`src/hw/rtl/rle24_pkg.sv`:
```
// ----------------------------------------------------------------------------
// rle24_pkg
// Shared types and constants of the 24-bit run-length row packet encoder.
// ----------------------------------------------------------------------------
package rle24_pkg;

    // longest raw stretch, range 1 to 127
    localparam logic [7:0] RLE_MAX_RAW = 8'd127;
    localparam logic [7:0] RLE_RUN_CAP = 8'd128;

    localparam int RAW_AW    = 7;
    localparam int RAW_DEPTH = 2 ** RAW_AW;

    localparam logic [7:0] HDR_RUN    = 8'h80;
    localparam logic [7:0] HDR_SINGLE = 8'h00;

    typedef enum logic [1:0] {
        MODE_IDLE,
        MODE_PEND,
        MODE_RUN,
        MODE_RAW
    } t_mode;

    typedef enum logic [2:0] {
        SQ_IDLE,
        SQ_RHDR,
        SQ_RRD,
        SQ_RPX,
        SQ_P1,
        SQ_P2
    } t_seq_state;

    // one stream byte from the sequencer to the word packer
    typedef struct packed {
        logic       valid;
        logic [7:0] data;
        logic       last;
    } t_byte_beat;

endpackage

```
`src/hw/rtl/rle24_word_pack.sv`:
```
// ----------------------------------------------------------------------------
// rle24_word_pack
// Gathers stream bytes into 8-byte words and holds each word in an output
// register until the master side takes it.
// ----------------------------------------------------------------------------
module rle24_word_pack (
    input  logic                  i_clk,
    input  logic                  i_rst_n,
    input  rle24_pkg::t_byte_beat i_beat,
    output logic                  o_beat_ready,
    // fields from bit 0 up: out_bytes[63:0], byte_count[67:64], zero pad
    output logic [71:0]           m_axis_tdata,
    output logic                  m_axis_tvalid,
    output logic                  m_axis_tlast,
    input  logic                  m_axis_tready
);
    import rle24_pkg::*;

    logic [63:0] r_acc;
    logic [2:0]  r_cnt;
    logic [63:0] r_word;
    logic [3:0]  r_bcnt;
    logic        r_last;
    logic        r_valid;

    logic [63:0] merged;
    logic        completes;
    logic        out_free;
    logic        accept;

    assign completes    = i_beat.last || (r_cnt == 3'd7);
    assign out_free     = !r_valid || m_axis_tready;
    assign o_beat_ready = !completes || out_free;
    assign accept       = i_beat.valid && o_beat_ready;

    always_comb begin
        merged = r_acc;
        merged[{r_cnt, 3'b000} +: 8] = i_beat.data;
    end

    always_ff @(posedge i_clk) begin
        if (!i_rst_n) begin
            r_valid <= 1'b0;
            r_cnt   <= 3'd0;
            r_acc   <= 64'd0;
        end else begin
            if (accept && completes) begin
                r_word  <= merged;
                r_bcnt  <= {1'b0, r_cnt} + 4'd1;
                r_last  <= i_beat.last;
                r_valid <= 1'b1;
                // clear so short words carry zero high bytes
                r_acc   <= 64'd0;
                r_cnt   <= 3'd0;
            end else begin
                if (r_valid && m_axis_tready) begin
                    r_valid <= 1'b0;
                end
                if (accept) begin
                    r_acc <= merged;
                    r_cnt <= r_cnt + 3'd1;
                end
            end
        end
    end

    assign m_axis_tdata  = {4'd0, r_bcnt, r_word};
    assign m_axis_tvalid = r_valid;
    assign m_axis_tlast  = r_last;

endmodule

```
`src/hw/rtl/rle24_row_packet_encoder_top.sv`:
```
// ----------------------------------------------------------------------------
// rle24_row_packet_encoder_top
// Run-length packet encoder for 24-bit pixels, one row at a time.
// ----------------------------------------------------------------------------
// A pixel beat is decided in the cycle it is accepted. A pixel that closes no
// packet leaves the block ready again in the next cycle. A pixel that closes
// packets then holds s_axis_tready low while a byte-serial sequencer feeds the
// shared word packer one byte per cycle whenever the packer is ready, apart
// from raw buffer reads: a run or single packet is four bytes, and a raw flush
// of n pixels is one header byte, then per pixel one read of the raw buffer's
// single port and three pixel bytes. The master side can stall the output
// register. The raw buffer needs no clearing after reset; only entries
// written in the current stretch are read.
// ----------------------------------------------------------------------------
module rle24_row_packet_encoder_top (
    input  logic        i_clk,
    input  logic        i_rst_n,
    input  logic        i_cfg_wr_en,
    input  logic [15:0] i_cfg_wr_data,
    // fields from bit 0 up: pixel[31:0]
    input  logic [31:0] s_axis_tdata,
    input  logic        s_axis_tvalid,
    output logic        s_axis_tready,
    // fields from bit 0 up: out_bytes[63:0], byte_count[67:64], zero pad
    output logic [71:0] m_axis_tdata,
    output logic        m_axis_tvalid,
    output logic        m_axis_tlast,
    input  logic        m_axis_tready
);
    import rle24_pkg::*;

    logic [15:0] r_row_width;
    logic [15:0] r_col;
    logic [31:0] r_held;
    t_mode       r_mode;
    logic [7:0]  r_pc;

    logic [23:0] r_raw_mem [RAW_DEPTH];
    logic [23:0] r_rdata;

    // packets queued by the last decision
    logic        r_flush;
    logic [7:0]  r_fn;
    logic        r_p1;
    logic [31:0] r_p1_bytes;
    logic        r_p2;
    logic [31:0] r_p2_bytes;

    t_seq_state  r_seq, n_seq;
    logic [1:0]  r_bi, n_bi;
    logic [7:0]  r_idx, n_idx;
    logic        rd_en;

    t_byte_beat  beat;
    logic        beat_ready;
    logic        beat_acc;

    logic        in_acc;
    logic [31:0] p;
    logic        row_last;
    logic        eq;

    // decision results
    t_mode       d_mode;
    logic [31:0] d_held;
    logic [7:0]  d_pc;
    logic        d_flush;
    logic [7:0]  d_fn;
    logic        d_p1;
    logic [7:0]  d_p1_hdr;
    logic [23:0] d_p1_px;
    logic        d_p2;
    logic        d_wr;
    logic [RAW_AW-1:0] d_wr_addr;
    logic        raw_join;
    logic [7:0]  raw_c;
    logic [7:0]  run_c;
    logic [7:0]  run_m1;

    assign p             = s_axis_tdata;
    assign s_axis_tready = (r_seq == SQ_IDLE);
    assign in_acc        = s_axis_tvalid && s_axis_tready;
    assign eq            = (p == r_held);
    assign row_last      = (r_row_width <= 16'd1) ||
                           (({1'b0, r_col} + 17'd1) >= {1'b0, r_row_width});

    always_comb begin
        d_mode    = r_mode;
        d_held    = r_held;
        d_pc      = r_pc;
        d_flush   = 1'b0;
        d_fn      = 8'd0;
        d_p1      = 1'b0;
        d_p1_hdr  = HDR_SINGLE;
        d_p1_px   = p[23:0];
        d_p2      = 1'b0;
        d_wr      = 1'b0;
        d_wr_addr = r_pc[RAW_AW-1:0];
        raw_join  = 1'b0;
        raw_c     = r_pc + 8'd1;
        run_c     = r_pc + 8'd1;
        run_m1    = 8'd0;
        case (r_mode)
            MODE_IDLE: begin
                if (row_last) begin
                    d_p1 = 1'b1;
                end else begin
                    d_held = p;
                    d_mode = MODE_PEND;
                end
            end
            MODE_PEND, MODE_RAW: begin
                if (!eq) begin
                    raw_join = 1'b1;
                    d_wr     = 1'b1;
                    if (r_mode == MODE_PEND) begin
                        d_wr_addr = '0;
                        raw_c     = 8'd1;
                    end
                end else begin
                    if (r_mode == MODE_RAW) begin
                        d_flush = 1'b1;
                        d_fn    = r_pc;
                    end
                    if (row_last) begin
                        d_p1     = 1'b1;
                        d_p1_hdr = HDR_RUN | 8'd1;
                        d_p1_px  = r_held[23:0];
                        d_pc     = 8'd0;
                        d_mode   = MODE_IDLE;
                    end else begin
                        d_pc   = 8'd2;
                        d_mode = MODE_RUN;
                    end
                end
            end
            MODE_RUN: begin
                d_p1_px = r_held[23:0];
                if (eq) begin
                    if (row_last || (run_c >= RLE_RUN_CAP)) begin
                        run_m1 = run_c - 8'd1;
                        d_p1   = 1'b1;
                        d_pc   = 8'd0;
                        d_mode = MODE_IDLE;
                    end else begin
                        d_pc = run_c;
                    end
                end else begin
                    run_m1 = r_pc - 8'd1;
                    d_p1   = 1'b1;
                    d_pc   = 8'd0;
                    if (row_last) begin
                        d_p2   = 1'b1;
                        d_mode = MODE_IDLE;
                    end else begin
                        d_held = p;
                        d_mode = MODE_PEND;
                    end
                end
                d_p1_hdr = HDR_RUN | {1'b0, run_m1[6:0]};
            end
            default: begin
                d_mode = MODE_IDLE;
            end
        endcase

        // held pixel joined the raw stretch
        if (raw_join) begin
            if (row_last) begin
                d_flush = 1'b1;
                d_fn    = raw_c;
                d_p1    = 1'b1;
                d_pc    = 8'd0;
                d_mode  = MODE_IDLE;
            end else if (raw_c >= RLE_MAX_RAW) begin
                d_flush = 1'b1;
                d_fn    = raw_c;
                d_pc    = 8'd0;
                d_held  = p;
                d_mode  = MODE_PEND;
            end else begin
                d_pc   = raw_c;
                d_held = p;
                d_mode = MODE_RAW;
            end
        end
    end

    always_ff @(posedge i_clk) begin
        if (!i_rst_n) begin
            r_row_width <= 16'd1;
            r_col       <= 16'd0;
            r_held      <= 32'd0;
            r_mode      <= MODE_IDLE;
            r_pc        <= 8'd0;
            r_flush     <= 1'b0;
            r_p1        <= 1'b0;
            r_p2        <= 1'b0;
        end else begin
            if (i_cfg_wr_en) begin
                r_row_width <= i_cfg_wr_data;
            end
            if (in_acc) begin
                r_col      <= row_last ? 16'd0 : r_col + 16'd1;
                r_held     <= d_held;
                r_mode     <= d_mode;
                r_pc       <= d_pc;
                r_flush    <= d_flush;
                r_fn       <= d_fn;
                r_p1       <= d_p1;
                r_p1_bytes <= {d_p1_px, d_p1_hdr};
                r_p2       <= d_p2;
                r_p2_bytes <= {p[23:0], HDR_SINGLE};
            end
        end
    end

    always_ff @(posedge i_clk) begin
        if (in_acc && d_wr) begin
            r_raw_mem[d_wr_addr] <= r_held[23:0];
        end
        if (rd_en) begin
            r_rdata <= r_raw_mem[r_idx[RAW_AW-1:0]];
        end
    end

    always_ff @(posedge i_clk) begin
        if (!i_rst_n) begin
            r_seq <= SQ_IDLE;
            r_bi  <= 2'd0;
            r_idx <= 8'd0;
        end else begin
            r_seq <= n_seq;
            r_bi  <= n_bi;
            r_idx <= n_idx;
        end
    end

    assign beat_acc = beat.valid && beat_ready;

    always_comb begin
        n_seq      = r_seq;
        n_bi       = r_bi;
        n_idx      = r_idx;
        rd_en      = 1'b0;
        beat.valid = 1'b0;
        beat.data  = 8'd0;
        beat.last  = 1'b0;
        case (r_seq)
            SQ_IDLE: begin
                n_bi  = 2'd0;
                n_idx = 8'd0;
                if (in_acc) begin
                    if (d_flush) begin
                        n_seq = SQ_RHDR;
                    end else if (d_p1) begin
                        n_seq = SQ_P1;
                    end else if (d_p2) begin
                        n_seq = SQ_P2;
                    end
                end
            end
            SQ_RHDR: begin
                beat.valid = 1'b1;
                beat.data  = r_fn - 8'd1;
                if (beat_acc) begin
                    n_seq = SQ_RRD;
                end
            end
            SQ_RRD: begin
                rd_en = 1'b1;
                n_bi  = 2'd0;
                n_seq = SQ_RPX;
            end
            SQ_RPX: begin
                beat.valid = 1'b1;
                beat.data  = r_rdata[{r_bi, 3'b000} +: 8];
                beat.last  = (r_bi == 2'd2) && ((r_idx + 8'd1) == r_fn) && !r_p1 && !r_p2;
                if (beat_acc) begin
                    if (r_bi == 2'd2) begin
                        n_bi = 2'd0;
                        if ((r_idx + 8'd1) == r_fn) begin
                            n_seq = r_p1 ? SQ_P1 : (r_p2 ? SQ_P2 : SQ_IDLE);
                        end else begin
                            n_idx = r_idx + 8'd1;
                            n_seq = SQ_RRD;
                        end
                    end else begin
                        n_bi = r_bi + 2'd1;
                    end
                end
            end
            SQ_P1: begin
                beat.valid = 1'b1;
                beat.data  = r_p1_bytes[{r_bi, 3'b000} +: 8];
                beat.last  = (r_bi == 2'd3) && !r_p2;
                if (beat_acc) begin
                    n_bi = r_bi + 2'd1;
                    if (r_bi == 2'd3) begin
                        n_seq = r_p2 ? SQ_P2 : SQ_IDLE;
                    end
                end
            end
            SQ_P2: begin
                beat.valid = 1'b1;
                beat.data  = r_p2_bytes[{r_bi, 3'b000} +: 8];
                beat.last  = (r_bi == 2'd3);
                if (beat_acc) begin
                    n_bi = r_bi + 2'd1;
                    if (r_bi == 2'd3) begin
                        n_seq = SQ_IDLE;
                    end
                end
            end
            default: begin
                n_seq = SQ_IDLE;
            end
        endcase
    end

    rle24_word_pack u_pack (
        .i_clk         (i_clk),
        .i_rst_n       (i_rst_n),
        .i_beat        (beat),
        .o_beat_ready  (beat_ready),
        .m_axis_tdata  (m_axis_tdata),
        .m_axis_tvalid (m_axis_tvalid),
        .m_axis_tlast  (m_axis_tlast),
        .m_axis_tready (m_axis_tready)
    );

endmodule

```
`config.mk`:
```
export PLATFORM = sky130hd
export DESIGN_NAME = rle24_row_packet_encoder_top
export DESIGN_NICKNAME = d
export VERILOG_FILES = /design/src/hw/rtl/rle24_pkg.sv /design/src/hw/rtl/rle24_word_pack.sv /design/src/hw/rtl/rle24_row_packet_encoder_top.sv
export SDC_FILE = /design/constraint.sdc
export NUM_CORES = 2
export LEC_CHECK = 0
export BUFFER_PORTS_ARGS = -buffer_cell sky130_fd_sc_hd__buf_2
export CORE_MARGIN = 2
export CORE_UTILIZATION = 40
export DETAILED_ROUTE_END_ITERATION = 12
export GPL_TIMING_DRIVEN = 1
export SLEW_MARGIN = 20
export SYNTH_ARGS = -nofsm -noshare
export SYNTH_HDL_FRONTEND = slang
export SYNTH_SLANG_ARGS = --single-unit
```
`constraint.sdc`:
```
create_clock -name i_clk -period 13.9 [get_ports i_clk]
set_input_delay 2.085 -clock i_clk [delete_from_list [all_inputs] [get_ports i_clk]]
set_output_delay 2.085 -clock i_clk [all_outputs]
set_load 0.05 [all_outputs]
```
==> results.toml <==
[floorplanning]
design.die.area_mm2 = 0.336
placeableCoreArea_mm2 = 0.330
ioPinCount = 128
chipHeight_um = 580
initial_core_util = 0.402
die_w_um = 580
num_rows = 211

[clock_network]
post_cts_buffers = 0
insertion_delay_ns = 0.91
cts_root_buffer = "clkbuf_16"
ctsLongestPathBuffers = 4
cts.reportedPaths.clkPinSlew_ns = 0.06
ctsResizeCount = 0
clkSinkCount = 3386
h-tree-depth = 5
clock_tree_from_tritoncts = "built"
ctsHoldBuffers = 0
number_of_buffers_added_by_the_clock_tree_synthesis_step = 340

[layout]
fillCellCount = 27200
area_growth_syn_to_layout_pct = 13.5
finalCoreUtilization = 0.456
ratio_of_cells_with_drive_above_1_in_the_final_layout = 0.304
design.final.nets = 6397
final_design_area_no_fill_mm2 = 0.150

[power_and_ir_drop]
power_frac_comb = 0.075
total_switching_power_mw = 5.80
static-leakage-power_nw = 45.8
power.internal_mw = 17.8
p_seq_frac = 0.537
netSwitchingFraction = 0.246
vdd_drop_max_mv = 0.109
report.power.total_mw = 23.6
share_clk_of_total_power = 0.389
power_density_mw_per_mm2 = 157

[detailed_routing]
vias = 64500
route.detailed.vias_per_inst = 5.89
drtPass1Iterations = 5
detail-route-antenna-nets = 0
drc = 0
drt_wl_total_um = 351000
drt-initial-drc-count = 8781
avgRoutedWirePerCell_um = 32.0

[place]
routabilityCongestion = 0.866
postPlaceCellArea_mm2 = 0.139
half_perimeter_wire_length_after_detailed_placement_um = 210000
io_buffers = 123

[worst_setup_path]
crit_path_start_kind = "input port"
worst-path-stages = 10
r2r-end = "r_rdata[22]$_DFFE_PP_"
critical_path.top_delay_family = "simple AND/OR/NAND/NOR gates"
critical-path-slowest-cell = "nor2_4"
reg2reg_setup_slack_ns = 8.05
worst_setup_path_startpoint = "s_axis_tdata[16]"
timing.critical_path.arrival_ns = 6.50
slowest_delay_ns = 0.92
path_cells = "buf_2 > xor2_1 > nor4_1 > nand4_1 > nor2_1 > buf_4 > nor3_1 > nor3b_2 > nand3_1 > nor2_4"
critPathBufInv = 2
worstRegToRegCells = 7
timing.rr.start = "r_idx[0]$_SDFFE_PN0P_"
critical_path_class = "in -> reg"
worst-path-max-fanout = 24
end_kind = "flop"
crit_required_ns = 14.38
timing.critical_path.to = "r_raw_mem[115][16]$_DFFE_PP_"

[sta]
post-route-min-period_ns = 6.02
final.setup_skew_ns = 0.0590
max_slew_violation_total_from_the_final_report = 0
hold_slack_ns = 0.492
report.final.setup_viol = 0
timing.fmax_ghz = 0.166
setup_total_negative_slack_ns = 0
max-slew-margin-rel = 0.215
final_hold_viol_count = 0
grt_setup_unrepaired = "no"
transition_time_of_the_tightest_slew_check_pin_ns = 1.18
final_period_utilization = 0.433

[flow_run]
drv_cap = 0

[synthesis]
synth.yosys.seq_area_share = 0.755
synth_area_mm2 = 0.133
count_of_unique_library_cells_instantiated_by_yosys = 72
compound_cell_area_share_of_the_yosys_netlist = 0.0156
synth_top_flop_cell = "edfxtp_1"
synth_area_per_cell_um2 = 21.9
synthAdderAreaFrac = 0.00302
xor_and_xnor_area_share_after_synthesis = 0.00489
yosys.area_share.simple = 0.0232
synth_top_family_by_area = "multiplexers"
synth-async-reset-ratio = 0
synth-edff-count = 3229
synthesis.instances = 6057
synth.yosys.warnings = 0
postSynthRegisterBits = 3386
muxShareOfSynthArea = 0.186

[global_route]
first_pass_grt_wire_length_um = 490000
grt.overflow.total = 0
globalRouteTotalUtil = 0.205
first_global_vias = 62800
grt_max_degree = 141
grt_antenna_before_repair = 43

[run_status]
status = "complete, no violations"

[worst_hold_path]
hold_class = "reg -> reg"
[per-layer routing]
layer,wire length [µm],part of all wire,GRT usage
met5,13,0.000037,0
met4,8460,0.024,0.0489
met3,32600,0.093,0.0418
met2,162000,0.46,0.313
met1,148000,0.42,0.302
[cell usage after synthesis, drive strengths merged, types with 5 or more instances]
cell / number / area, µm²
nor4: 18 / 113
ha: 32 / 400
o2111ai: 5 / 43.8
a311oi: 5 / 43.8
clkbuf: 198 / 743
mux2: 72 / 811
o21a: 31 / 233
mux4: 1015 / 22900
and3: 18 / 113
dfxtp: 157 / 3140
nand2b: 5 / 31.3
or3: 11 / 68.8
o22ai: 34 / 213
a21boi: 5 / 37.5
and2: 32 / 200
a22oi: 27 / 203
nand3: 32 / 160
xor2: 46 / 403
edfxtp: 3229 / 97000
xnor2: 28 / 245
nor2: 282 / 1060
a31oi: 8 / 50.1
mux2i: 104 / 1040
nor3: 28 / 140
nand3b: 11 / 82.6
buf: 135 / 673
a21oi: 92 / 460
nand2: 172 / 651
nor2b: 11 / 68.8
a211oi: 7 / 52.6
or2: 5 / 31.3
o21ai: 87 / 435
nand4: 20 / 150
inv: 31 / 116
a211o: 6 / 52.6
nor3b: 11 / 82.6
[worst min-delay path: cells and delay by family, from the launching register on]
family | cells | cell delay (ns)
flip-flops | 1 | 0.32
multiplexers | 1 | 0.06
AND/OR/NAND/NOR | 1 | 0.07
[power groups by stage]
stage	Clock, mW	Sequential [mW]	Combinational [mW]
detailed placement	0	12.9	1.76
global route	9.68	12.7	1.85
floorplan	0	12.9	0.557
global placement	0	12.9	1.69
CTS	9.30	12.7	1.76
finish	9.17	12.7	1.76
[layout by cell type, fill, tap and decap left out, drive strengths merged, types with 28 or more instances in the layout]
master	Yosys	layout
o21a	31	31
xor2	46	46
a21oi	92	92
o22ai	34	34
bufinv	0	40
xnor2	28	28
clkbuf	198	411
nand2	172	172
inv	31	45
nor3	28	28
mux4	1015	1015
dfxtp	157	157
and2	32	32
nand3	32	32
mux2i	104	104
ha	32	32
o21ai	87	87
clkinv	4	134
mux2	72	72
edfxtp	3229	3229
nor2	282	282
buf	135	243
[flip-flops by register name, summed over array words and instances, names as in the netlist, 2 cells and up]
register	flops
r_bi	2
r_col	16
r_fn	8
r_held	32
r_idx	8
r_mode	2
r_p1_bytes	32
r_p2_bytes	24
r_pc	8
r_raw_mem	3072
r_rdata	24
r_row_width	16
r_seq	3
u_pack.r_acc	64
u_pack.r_bcnt	4
u_pack.r_cnt	3
u_pack.r_word	64
[cells by family after synthesis]
group,Yosys count
xor+xnor,74
simple gates,670
compound gates,335
mux,1191
other cells,1
fa+ha+maj,32
buf+inv,368
flops,3386
[layout make-up]
class,count,area (µm²),area share
sequential,3386,100000,0.666
clock buffer,411,8890,0.0591
inverter,35,131,0.000873
clock inverter,199,2110,0.0140
multi-input combinational,2306,32000,0.212
timing repair buffer,243,1600,0.0107
tap,4366,5460,0.0363
antenna,14,35.0,0.000233
[worst min-delay path by stage]
| stage | start | to | slack (ns) | cells past startpoint |
|---|---|---|---|---|
| 2_1_floorplan | r_row_width[0]$_SDFFE_PN1P_ | r_row_width[0]$_SDFFE_PN1P_ | 0.45 | 2 |
| 3_3_place_gp | u_pack.r_acc[38]$_SDFFE_PP0P_ | u_pack.r_acc[38]$_SDFFE_PP0P_ | 0.47 | 2 |
| 3_5_place_dp | u_pack.r_acc[34]$_SDFFE_PP0P_ | u_pack.r_acc[34]$_SDFFE_PP0P_ | 0.48 | 2 |
| 4_1_cts | u_pack.r_acc[32]$_SDFFE_PP0P_ | u_pack.r_acc[32]$_SDFFE_PP0P_ | 0.50 | 2 |
| 5_1_grt | u_pack.r_acc[20]$_SDFFE_PP0P_ | u_pack.r_acc[20]$_SDFFE_PP0P_ | 0.51 | 2 |
| 6_report | u_pack.r_acc[38]$_SDFFE_PP0P_ | u_pack.r_acc[38]$_SDFFE_PP0P_ | 0.49 | 2 |
[through the flow]
step,worst slack (ns),cells
5_1_grt,7.60,10900
3_3_place_gp,7.13,10300
4_1_cts,7.88,10900
6_report,7.88,11000
3_5_place_dp,7.02,10300
2_1_floorplan,5.79,6060
Power figures use the tool's default switching activity.
